## src/rtl/core/tla_pkg.sv

```systemverilog
// Types and constants shared by the Telnet line assembler modules.
`timescale 1ns / 1ps
package tla_pkg;

  // Size of the line buffer; writes stop two short of it.
  localparam int LINE_SIZE = 256;
  localparam logic [7:0] LINE_LIMIT = 8'(LINE_SIZE - 2);

  // Telnet command codes.
  localparam logic [7:0] CODE_IAC  = 8'd255;
  localparam logic [7:0] CODE_DO   = 8'd253;
  localparam logic [7:0] CODE_WILL = 8'd251;
  localparam logic [7:0] CODE_EL   = 8'd248;
  localparam logic [7:0] CODE_EC   = 8'd247;
  localparam logic [7:0] CODE_DM   = 8'd242;

  // Plain characters with special meaning.
  localparam logic [7:0] CHAR_CR  = 8'h0D;
  localparam logic [7:0] CHAR_LF  = 8'h0A;
  localparam logic [7:0] CHAR_NUL = 8'h00;

  typedef enum logic [1:0] {
    ACT_WRITE  = 2'd0,
    ACT_LINEND = 2'd1,
    ACT_REFUSE = 2'd2
  } action_t;

  typedef struct packed {
    logic [7:0] line_length;
    logic       command_pending;
    logic       option_pending;
    logic       option_was_do;
    logic       carriage_return_seen;
    logic       urgent_mode;
  } tla_state_t;

  typedef struct packed {
    action_t    action;
    logic [7:0] out_byte;
    logic [7:0] position;
    logic       refuse_do;
  } tla_result_t;

endpackage

```

## src/rtl/core/tla_in_stage.sv

```systemverilog
// Input register that holds one received byte until the decoder takes it.
`timescale 1ns / 1ps
module tla_in_stage (
  input  logic       clk,
  input  logic       rst,
  input  logic       s_tvalid,
  output logic       s_tready,
  input  logic [7:0] rx_byte_in,
  input  logic       urgent_in,
  input  logic       advance,
  output logic       valid,
  output logic [7:0] rx_byte,
  output logic       urgent_active
);

  assign s_tready = !valid || advance;

  always_ff @(posedge clk) begin
    if (rst) begin
      valid <= 1'b0;
    end else if (s_tready) begin
      valid <= s_tvalid;
    end
  end

  always_ff @(posedge clk) begin
    if (s_tvalid && s_tready) begin
      rx_byte       <= rx_byte_in;
      urgent_active <= urgent_in;
    end
  end

endmodule

```

## src/rtl/core/tla_decode.sv

```systemverilog
// Combinational decoder: one received byte and the current state give the next
// state and at most one result.
`timescale 1ns / 1ps
module tla_decode (
  input  tla_pkg::tla_state_t  state,
  input  logic [7:0]           rx_byte,
  input  logic                 urgent_active,
  output tla_pkg::tla_state_t  state_next,
  output logic                 has_result,
  output tla_pkg::tla_result_t result
);
  import tla_pkg::*;

  logic room;

  assign room = state.line_length < LINE_LIMIT;

  always_comb begin
    state_next = state;
    has_result = 1'b0;
    result     = '0;

    priority if (state.option_pending) begin
      // The byte after DO or WILL is the option code, whatever it is.
      state_next.option_pending = 1'b0;
      has_result       = 1'b1;
      result.action    = ACT_REFUSE;
      result.out_byte  = rx_byte;
      result.refuse_do = state.option_was_do;
    end else if (state.command_pending) begin
      state_next.command_pending = 1'b0;
      if (rx_byte == CODE_DM) begin
        state_next.urgent_mode = urgent_active;
        state_next.line_length = '0;
      end else if (!state.urgent_mode) begin
        unique case (rx_byte)
          CODE_EC: begin
            if (state.line_length != '0) begin
              state_next.line_length = state.line_length - 8'd1;
            end
          end
          CODE_EL: begin
            state_next.line_length = '0;
          end
          CODE_DO, CODE_WILL: begin
            state_next.option_pending = 1'b1;
            state_next.option_was_do  = (rx_byte == CODE_DO);
          end
          CODE_IAC: begin
            if (room) begin
              has_result             = 1'b1;
              result.action          = ACT_WRITE;
              result.out_byte        = CODE_IAC;
              result.position        = state.line_length;
              state_next.line_length = state.line_length + 8'd1;
            end
          end
          default: begin
          end
        endcase
      end
    end else if (rx_byte == CODE_IAC) begin
      state_next.command_pending = 1'b1;
    end else if (!state.urgent_mode) begin
      unique case (rx_byte)
        CHAR_CR: begin
          state_next.carriage_return_seen = 1'b1;
        end
        CHAR_LF: begin
          has_result                      = 1'b1;
          result.action                   = ACT_LINEND;
          result.out_byte                 = CHAR_LF;
          result.position                 = state.line_length;
          state_next.line_length          = '0;
          state_next.carriage_return_seen = 1'b0;
        end
        CHAR_NUL: begin
          if (state.carriage_return_seen) begin
            state_next.carriage_return_seen = 1'b0;
            if (room) begin
              has_result             = 1'b1;
              result.action          = ACT_WRITE;
              result.out_byte        = CHAR_CR;
              result.position        = state.line_length;
              state_next.line_length = state.line_length + 8'd1;
            end
          end
        end
        default: begin
          state_next.carriage_return_seen = 1'b0;
          if (room) begin
            has_result             = 1'b1;
            result.action          = ACT_WRITE;
            result.out_byte        = rx_byte;
            result.position        = state.line_length;
            state_next.line_length = state.line_length + 8'd1;
          end
        end
      endcase
    end
  end

endmodule

```

## src/rtl/core/tla_out_stage.sv

```systemverilog
// Result register that holds one result until the downstream side takes it.
`timescale 1ns / 1ps
module tla_out_stage (
  input  logic                 clk,
  input  logic                 rst,
  input  logic                 load,
  input  tla_pkg::tla_result_t result,
  output logic                 free,
  output logic                 m_tvalid,
  input  logic                 m_tready,
  output logic [15:0]          m_tdata,
  output logic [2:0]           m_tuser
);
  import tla_pkg::*;

  tla_result_t held;

  assign free = !m_tvalid || m_tready;

  always_ff @(posedge clk) begin
    if (rst) begin
      m_tvalid <= 1'b0;
    end else if (free) begin
      m_tvalid <= load;
    end
  end

  always_ff @(posedge clk) begin
    if (load) begin
      held <= result;
    end
  end

  assign m_tdata = {held.position, held.out_byte};
  assign m_tuser = {held.refuse_do, held.action};

endmodule

```

## src/rtl/core/telnet_line_assembler.sv

```systemverilog
// Top level of the Telnet receive line assembler.
//
//   Channel   Direction  tdata                            tuser
//   s_*       in         [7:0] rx_byte                    [0] urgent_active
//   m_*       out        [7:0] out_byte, [15:8] position  [1:0] action, [2] refuse_do
//
// One request is taken in every cycle unless a stalled result fills both registers.
// The input register takes a request when it is accepted, and the result register
// takes its result from the decoder once it is free.
// The decision itself is one pass of shallow logic on a handful of flags.
// Reset (rst, synchronous, active high) empties both registers and clears the
// line length and all command, option, carriage-return and urgent flags.
// A stalled result holds the result register; a request already in the input
// register then waits there, and s_tready falls only once both are occupied.
// Requests that give no result leave the output side alone, though they too
// wait while a result is stalled.
`timescale 1ns / 1ps
module telnet_line_assembler (
  input  logic        clk,
  input  logic        rst,
  input  logic        s_tvalid,
  output logic        s_tready,
  input  logic [7:0]  s_tdata,   // [7:0] rx_byte
  input  logic [0:0]  s_tuser,   // [0] urgent_active
  output logic        m_tvalid,
  input  logic        m_tready,
  output logic [15:0] m_tdata,   // [7:0] out_byte, [15:8] position
  output logic [2:0]  m_tuser    // [1:0] action, [2] refuse_do
);
  import tla_pkg::*;

  // Request held in the input register.
  logic       in_valid;
  logic [7:0] in_byte;
  logic       in_urgent;

  // Decoder state and its update.
  tla_state_t  state;
  tla_state_t  state_next;
  logic        has_result;
  tla_result_t result;

  // The held request is consumed when the result register can take its result.
  logic out_free;
  logic advance;

  assign advance = in_valid && out_free;

  tla_in_stage u_in (
    .clk           (clk),
    .rst           (rst),
    .s_tvalid      (s_tvalid),
    .s_tready      (s_tready),
    .rx_byte_in    (s_tdata),
    .urgent_in     (s_tuser[0]),
    .advance       (advance),
    .valid         (in_valid),
    .rx_byte       (in_byte),
    .urgent_active (in_urgent)
  );

  tla_decode u_dec (
    .state         (state),
    .rx_byte       (in_byte),
    .urgent_active (in_urgent),
    .state_next    (state_next),
    .has_result    (has_result),
    .result        (result)
  );

  // The line state moves only when a request is actually consumed, so a
  // stalled output never lets a byte be decoded twice.
  always_ff @(posedge clk) begin
    if (rst) begin
      state <= '0;
    end else if (advance) begin
      state <= state_next;
    end
  end

  tla_out_stage u_out (
    .clk      (clk),
    .rst      (rst),
    .load     (advance && has_result),
    .result   (result),
    .free     (out_free),
    .m_tvalid (m_tvalid),
    .m_tready (m_tready),
    .m_tdata  (m_tdata),
    .m_tuser  (m_tuser)
  );

endmodule

```

## config.mk

```make
export PLATFORM = sky130hd
export DESIGN_NAME = telnet_line_assembler
export DESIGN_NICKNAME = d
export VERILOG_FILES = /design/src/rtl/core/tla_pkg.sv /design/src/rtl/core/tla_in_stage.sv /design/src/rtl/core/tla_decode.sv /design/src/rtl/core/tla_out_stage.sv /design/src/rtl/core/telnet_line_assembler.sv
export SDC_FILE = /design/constraint.sdc
export NUM_CORES = 1
export LEC_CHECK = 0
export CAP_MARGIN = 20
export CORE_ASPECT_RATIO = 0.7
export CORE_UTILIZATION = 56
export CTS_CLUSTER_SIZE = 12
export DETAILED_ROUTE_END_ITERATION = 12
export DONT_BUFFER_PORTS = 1
export GPL_ROUTABILITY_DRIVEN = 0
export HOLD_SLACK_MARGIN = 0.05
export PLACE_DENSITY = 0.74
export SYNTH_ARGS = -nofsm -noshare
export SYNTH_HDL_FRONTEND = slang
export SYNTH_SLANG_ARGS = --single-unit
```

## constraint.sdc

```tcl
create_clock -name clk -period 2.6 [get_ports clk]
set_clock_uncertainty 0.15 [all_clocks]
set_input_delay 0.26 -clock clk [delete_from_list [all_inputs] [get_ports clk]]
set_output_delay 0.26 -clock clk [all_outputs]
set_load 0.01 [all_outputs]
```

==> run summary, run 1 <==
Critical-path cell list: buf_4, or3_4, nor3b_4, a2111oi_2, nor3_4, nor2_1, a211oi_1
Run status: completed
Synth Register Bits: 43
Library cells used by synthesis: 51
Clock tree buffer depth: 2
Number of flops mapped to enable cells by yosys: 28
Initial antenna violation count: 0
Dpl hpwl: 3.89 mm
Fillers: 292
Iter 0 DRT Violations: 252
Synth Cell Area: 2340 um^2
Worst path max stage delay: 0.52 ns
Overflow after GRT: 0
Aggregate routed wire length: 5.48 mm
Via/cell ratio: 6.14
CP startpoint kind: flip-flop
Non-Filler Instances: 329
Row cnt: 19
Drt drc: 0
Largest net degree at the start of global routing: 20
Antenna violation net count after detailed routing: 0
Minimum clock period: 2.50 ns
Antenna fix cells: 0
Die Ht: 56.1 um
DP Area: 2510 um^2
CTS Sinks: 43
Worst EP arrival: 2.55 ns
Crit path max fanout: 10
Maximum vdd drop: 0.433 mV
Post-Route Utilization: 68.8%
RSZ-0062 raised after global routing: false
Placed cell count: 309
Via count of the first global-routing pass: 1844
Area delta synth->final: 16.5%
Share of layout cells above drive strength 1: 14.8%
Syn_nets: 265
Die width: 79.3 um
Power Total: 1.34 mW
Actual slew at the worst max-slew pin: 0.591 ns
Post-route clock period utilization: 96.0%
GR Util met2: 35.7%
CTS root buf: clkbuf_8
Synth async-reset ratio: 0%
Final Hold Viols: 0
WL per Instance: 16.7 um
Grt met3 use: 7.38%
Die area: 4450 um^2
CP Data Required Time: 2.65 ns
Via count: 2021
Synth Warn #: 0
Drt pass-1 iters: 5
First-pass GRT wire length: 8.94 mm
Pleak: 1.05 nW
CTS tree: done
Setup Viol. Count Final: 0
Final instance area: 2730 um^2
Main flop type after synthesis: edfxtp_1
Worst Hold Class: in2reg
Avg Cell Area, Syn: 9.45 um^2
Aggregate global-route resource usage: 26.9%
Nets: 293
I/O pin cnt: 34
Core Region: 3970 um^2
Worst rel slew slack: 60.4%
Slew Limit Fails: 0
H-Tree Depth: 2
Num CTS Buffers: 5
IO buf count: 0
Maxcap violations: 0
WS Path Type: reg2reg
Starting Density: 59.1%
Later-pin clock latency in the skew report: 0.29 ns
GR peak layer: met1
Synthesized instance count: 248
CP Capture Type: flip-flop
P per Cell Area: 491 nW/um^2
Clock-pin slew on the worst setup and hold paths: 0.08 ns
GR Util met1: 41.4%
Slowest-stage cell, CP: edfxtp_1
Max Freq: 401 MHz
Post-synthesis sequential area ratio: 48.7%
-- metal layers --
layer  wire (um)  vias up
met2        2270      121
met3         513        5
met1        2650      935
met4          47        0
li1            -      960
met5           0        -
-- layout by cell type (no fill, tap or decap), types with 4 or more instances in the layout --
| cell type | count |
|---|---|
| dlygate4sd3_1 | 11 |
| o22ai_1 | 5 |
| nor3_1 | 7 |
| and4_1 | 4 |
| buf_4 | 23 |
| edfxtp_1 | 28 |
| ha_1 | 4 |
| nor2_1 | 24 |
| nand2_1 | 26 |
| o21ai_0 | 7 |
| nand4_1 | 4 |
| o21ai_1 | 8 |
| nand3_1 | 9 |
| and2_1 | 11 |
| clkbuf_8 | 5 |
| inv_1 | 10 |
| a21oi_1 | 20 |
| dfxtp_1 | 15 |
-- cells by family (layout without fill, tap and decap cells) --
group	after synthesis	in the layout	share of synthesized area [%]
mux	3	3	1.28
buf+inv	26	55	4.91
compound gates	56	56	14.7
flops	43	43	48.7
fa+ha+maj	4	4	2.13
xor+xnor	6	6	2.24
simple gates	110	110	26.1
-- cells in the mapped netlist (5+ instances only) --
cell type | n | area [um^2]
nor3_1 | 7 | 35.0
nand2_1 | 26 | 97.6
and2_1 | 11 | 68.8
o21ai_1 | 8 | 40.0
o22ai_1 | 5 | 31.3
clkbuf_1 | 7 | 26.3
inv_1 | 10 | 37.5
nand3_1 | 9 | 45.0
buf_2 | 5 | 25.0
dfxtp_1 | 15 | 300
a21oi_1 | 20 | 100
edfxtp_1 | 28 | 841
nor2_1 | 25 | 93.8
o21ai_0 | 7 | 35.0
-- flip-flops by register name, indices dropped and copies added (netlist names) --
| name | count |
|---|---|
| u_out.m_tdata | 16 |
| u_in.rx_byte | 8 |
| state | 13 |
| u_in.valid | 1 |
| u_out.m_tuser | 3 |
| u_in.urgent_active | 1 |
| u_out.m_tvalid | 1 |
-- final cells by class --
class	instances	area [um^2]	share of cell area, %
Sequential cell	43	1140	41.8
Multi-Input combinational cell	179	1100	40.1
Timing Repair Buffer	35	303	11.1
Clock buffer	7	76.3	2.79
Tap cell	52	65.1	2.38
Inverter	12	45.0	1.65
Clock inverter	1	5.00	0.183
-- path summary, 6_finish.rpt --
path / from / end / slack, ns / cells after the start
worst max register to register: u_in.rx_byte[3] / state[5] / 0.10 / 7
worst min-delay path: m_tready / u_out.m_tvalid / 0.06 / 3
worst max-delay path: u_in.rx_byte[3] / state[5] / 0.10 / 7
worst min register to register: u_in.urgent_active / state[0] / 0.34 / 2
-- timing repair --
item	CTS	global route
pin swaps	0	1
cloned	0	0
setup endpoints to repair	19	19
resized for setup	1	0
hold buffers	11	0
hold endpoints to repair	24	0
setup buffers	0	1
-- power by group --
part	total (mW)	leakage, nW	internal [mW]	switching, mW
sequential	0.786	0.391	0.758	0.0286
clock	0.412	0.0422	0.189	0.223
combinational	0.144	0.613	0.0629	0.0811
-- metrics by stage --
stage / hold WS, ns / setup TNS (ns) / setup WS (ns)
finish: 0.0582 / 0 / 0.103
global route: 0.0601 / 0 / 0.0239
CTS: 0.0521 / 0 / 0.135
detailed placement: 0.185 / -1.57 / -0.0831
global placement: 0.183 / 0 / 0.0814
floorplan: 0.179 / 0 / 0.133
-- worst max-delay path: cells and delay by family, from the launching register on --
family | cells | cell delay (ns)
AOI/OAI and AO/OA | 2 | 0.39
buffers and inverters | 1 | 0.22
DFF | 1 | 0.52
and+or+nand+nor | 4 | 1.13
(Power assumes the default switching activity.)
==> inputs of run 2 (changes only) <==
--- a/config.mk
+++ b/config.mk
@@ -6,8 +6,10 @@
 export NUM_CORES = 1
 export LEC_CHECK = 0
 export CAP_MARGIN = 20
+export CELL_PAD_IN_SITES_DETAIL_PLACEMENT = 0
+export CELL_PAD_IN_SITES_GLOBAL_PLACEMENT = 1
 export CORE_ASPECT_RATIO = 0.7
-export CORE_UTILIZATION = 56
+export CORE_UTILIZATION = 43
 export CTS_CLUSTER_SIZE = 12
 export DETAILED_ROUTE_END_ITERATION = 12
 export DONT_BUFFER_PORTS = 1
==> run summary, run 2 (synthesized netlist as in run 1, its figures left out) <==
Buffers plus inverters on the worst setup path: 1
Overflow after GRT: 0
I/O pin cnt: 34
Starting Density: 44.6%
Largest net degree at the start of global routing: 20
R2r endpoint: state[8]
Crit path max fanout: 8
Die Ht: 63.8 um
Later-pin clock latency in the skew report: 0.30 ns
WL per Instance: 15.1 um
Via/cell ratio: 5.37
CP endpoint: state[8]
Aggregate global-route resource usage: 20.1%
Max reg flops: 16
Power Total: 1.36 mW
CP Launch Point: u_in.rx_byte[3]
CTS Sinks: 43
Worst path max stage delay: 0.52 ns
Num CTS Buffers: 5
CP startpoint kind: flip-flop
CP Data Required Time: 2.61 ns
Worst Hold Class: in2reg
Most common cell after layout, fill and taps aside: edfxtp_1
Via count: 1889
Post-route clock period utilization: 94.3%
Drt pass-1 iters: 4
Max Freq: 408 MHz
Initial antenna violation count: 0
Minimum clock period: 2.45 ns
IO buf count: 0
Reg-to-reg critical path startpoint: u_in.rx_byte[3]
Antenna violation net count after detailed routing: 0
Slew Limit Fails: 0
Setup_tns: 0 ns
Iter 0 DRT Violations: 199
Die width: 90.3 um
Worst path top cell family by delay: simple AND/OR/NAND/NOR gates
Setup Viol. Count Final: 0
Final Hold Viols: 0
Slowest-stage cell, CP: edfxtp_1
Nets: 296
CTS root buf: clkbuf_8
Maximum vdd drop: 0.259 mV
Core Region: 5260 um^2
Worst EP arrival: 2.46 ns
Dpl hpwl: 3.96 mm
First-pass GRT wire length: 8.87 mm
Most frequent cells in the layout: edfxtp_1 (28), buf_4 (27), nand2_1 (26)
Aggregate routed wire length: 5.32 mm
Drt drc: 0
Clock-pin slew on the worst setup and hold paths: 0.08 ns
Antenna fix cells: 0
H-Tree Depth: 2
Share of layout cells above drive strength 1: 16.1%
Post-Route Utilization: 52.7%
Row cnt: 22
Actual slew at the worst max-slew pin: 0.637 ns
Pleak: 1.06 nW
Via count of the first global-routing pass: 1709
Critical-path cell list: buf_4, or3_4, nor3b_4, a2111oi_2, or3_1, o21ai_1, a21oi_1
Reg2Reg Setup Slack: 0.15 ns
Maxcap violations: 0
Worst rel slew slack: 57.4%
DP Area: 2570 um^2
RSZ-0062 raised after global routing: false
# Post-CTS Setup Buffers: 0
P per Cell Area: 490 nW/um^2
Clock tree buffer depth: 2
CP Capture Type: flip-flop
WP depth: 7
Worst R2R Path Depth: 7
Run status: completed
Final instance area: 2770 um^2
WS Path Type: reg2reg
Die area: 5760 um^2
Area delta synth->final: 18.1%
CTS tree: done
==> run 2: changes by cell type in the layout (fill, tap and decap cells not counted), sizes merged <==
cell	change
buf	+3
clkbuf	-1
clkinvlp	+1
==> run 2: worst min-delay path by stage <==
stage | cells past startpoint | slack, ns | endpoint | from
floorplan | 1 | 0.18 | state[7] | rst
global placement | 1 | 0.18 | state[4] | rst
global route | 3 | 0.1 | u_out.m_tvalid | m_tready
finish | 3 | 0.07 | u_out.m_tvalid | m_tready
detailed placement | 1 | 0.18 | state[7] | rst
CTS | 3 | 0.07 | u_out.m_tvalid | m_tready
==> run 2: final cells by class <==
| type | instances | area (um^2) |
|---|---|---|
| tap | 72 | 90.1 |
| sequential | 43 | 1140 |
| clock inverter | 2 | 12.5 |
| inverter | 12 | 45.0 |
| multi-input combinational | 179 | 1100 |
| fill | 498 | 2490 |
| timing repair buffer | 38 | 313 |
| clock buffer | 6 | 72.6 |
==> run 2: tightest hold or removal path, cell delays in order <==
cell	delay, ns
nor2b_1	0.07
nor2_1	0.09
nor3_1	0.05
==> run 2: power by group <==
part           internal (mW)  switching (mW)  leakage [nW]
logic                 0.0617          0.0809         0.624
registers              0.758          0.0258         0.391
clock network          0.188           0.243        0.0412
==> run 2: stage by stage <==
step	hold slack, ns	setup WS (ns)	std cells
2_1_floorplan	0.179	0.133	248
3_3_place_gp	0.182	0.0699	333
3_5_place_dp	0.184	-0.0146	333
4_1_cts	0.0650	0.163	352
5_1_grt	0.0977	0.0517	352
6_report	0.0749	0.148	352
==> run 2: metal layers <==
metal  vias to the layer above  share of wire, %  wire (um)  global-route usage [%]
li1                        968                 -          -                       -
met1                       849                58       3090                    33.4
met2                        66                34       1830                    23.7
met3                         6               6.4        338                    5.00
met4                         0               1.2         63                    7.06
met5                         -                 0          0                       0
==> run 2: timing repair <==
action | 4_1_cts | 5_1_grt
pin swaps | 0 | 1
hold buffers | 11 | 0
resized for setup | 1 | 0
hold endpoints to repair | 24 | 0
endpoints found under the setup margin | 19 | 1
==> inputs of run 3 (changes only) <==
--- a/config.mk
+++ b/config.mk
@@ -15,7 +15,7 @@
 export DONT_BUFFER_PORTS = 1
 export GPL_ROUTABILITY_DRIVEN = 0
 export HOLD_SLACK_MARGIN = 0.05
-export PLACE_DENSITY = 0.74
+export PLACE_DENSITY_LB_ADDON = 0.1
 export SYNTH_ARGS = -nofsm -noshare
 export SYNTH_HDL_FRONTEND = slang
 export SYNTH_SLANG_ARGS = --single-unit
==> run summary, run 3 (synthesized netlist as in run 1, its figures left out) <==
Clock tree buffer depth: 2
Final hold slack: 0.274 ns
Starting Density: 44.6%
Antenna fix cells: 0
Num CTS Buffers: 5
Drt drc: 0
CP startpoint kind: flip-flop
Flip-flop and latch area: 1140 um^2
Non-Filler Instances: 353
Via/cell ratio: 5.45
CP Capture Type: flip-flop
CTS tree: done
Antenna violation net count after detailed routing: 0
Worst rel slew slack: 59.1%
Later-pin clock latency in the skew report: 0.30 ns
WS Path Type: reg2reg
Iter 0 DRT Violations: 176
P per Cell Area: 491 nW/um^2
Max reg flops: 16
Die width: 90.3 um
Die Ht: 63.8 um
Slew Limit Fails: 0
Via count of the first global-routing pass: 1757
CTS root buf: clkbuf_8
Via count: 1925
Area delta synth->final: 18.8%
Worst Hold Class: in2reg
Row cnt: 22
Run status: completed
Crit path max fanout: 8
IO buf count: 0
Largest net degree at the start of global routing: 20
Share of layout cells above drive strength 1: 16.0%
Post-Route Utilization: 53.0%
CTS Sinks: 43
Overflow after GRT: 0
Most frequent cells in the layout: edfxtp_1 (28), buf_4 (27), nand2_1 (26)
RSZ-0062 raised after global routing: false
Placed cell count: 333
Initial antenna violation count: 0
First-pass GRT wire length: 9.14 mm
Aggregate routed wire length: 5.57 mm
Fillers: 497
Power Total: 1.37 mW
Drt pass-1 iters: 4
Final Hold Viols: 0
Footprint of the multi-input gates: 1100 um^2
Setup Viol. Count Final: 0
Most common cell after layout, fill and taps aside: edfxtp_1
I/O pin cnt: 34
Maxcap violations: 0
# Post-CTS Setup Buffers: 0
Clock-pin slew on the worst setup and hold paths: 0.08 ns
Core Region: 5260 um^2
Reg2Reg Setup Slack: 0.11 ns
Aggregate global-route resource usage: 20.8%
Dpl hpwl: 4.10 mm
Pleak: 1.07 nW
Nets: 297
CP Data Required Time: 2.60 ns
Die area: 5760 um^2
H-Tree Depth: 2
Worst EP arrival: 2.49 ns
Minimum clock period: 2.49 ns
Maximum vdd drop: 0.333 mV
Max Freq: 402 MHz
WL per Instance: 15.8 um
Post-route clock period utilization: 95.7%
Actual slew at the worst max-slew pin: 0.612 ns
==> run 3: repair_timing <==
item,4_1_cts,5_1_grt
cloned,0,0
gates resized for setup,1,0
endpoints found under the setup margin,19,1
hold endpoints to repair,24,0
pin swaps,0,1
hold buffers,12,0
==> run 3: routing by layer <==
layer | global-route usage (%) | wire [um] | vias up
met5 | 0 | 0 | -
met4 | 7.06 | 57 | 0
met3 | 4.52 | 436 | 5
met2 | 26.1 | 2020 | 85
met1 | 33.7 | 3050 | 869
li1 | - | - | 966
==> run 3: stage by stage <==
stage	setup TNS [ns]	setup slack, ns	area [um^2]
floorplan	0	0.133	2350
detailed placement	-0.946	-0.0505	2570
finish	0	0.113	2790
global placement	0	0.0311	2570
global route	0	0.0124	2790
CTS	0	0.139	2790
==> run 3: final timing paths <==
kind | to | cells past startpoint | startpoint
max reg2reg | state[8] | 7 | u_in.rx_byte[3]
max | state[8] | 7 | u_in.rx_byte[3]
min | state[4] | 4 | m_tready
min reg2reg | state[0] | 2 | u_in.urgent_active
==> run 3: area by class of cell <==
type / count / area share (%)
Sequential cell: 43 / 41.0
Clock buffer: 7 / 3.10
Multi-Input combinational cell: 179 / 39.3
Tap cell: 72 / 3.23
Clock inverter: 1 / 0.180
Timing Repair Buffer: 39 / 11.6
Inverter: 12 / 1.62
==> run 3: worst max-delay path, stage by stage, from the launching register on <==
cell and delay [ns]:
edfxtp_1 0.52, buf_4 0.22, or3_4 0.36, nor3b_4 0.25, a2111oi_2 0.13, or3_1 0.50, o21ai_1 0.13, a21oi_1 0.08
==> run 3: where the power goes <==
group / switching (mW) / total, mW / internal (mW)
clock: 0.226 / 0.441 / 0.215
combinational: 0.0806 / 0.143 / 0.0626
sequential: 0.0276 / 0.785 / 0.758
total: 0.334 / 1.37 / 1.03
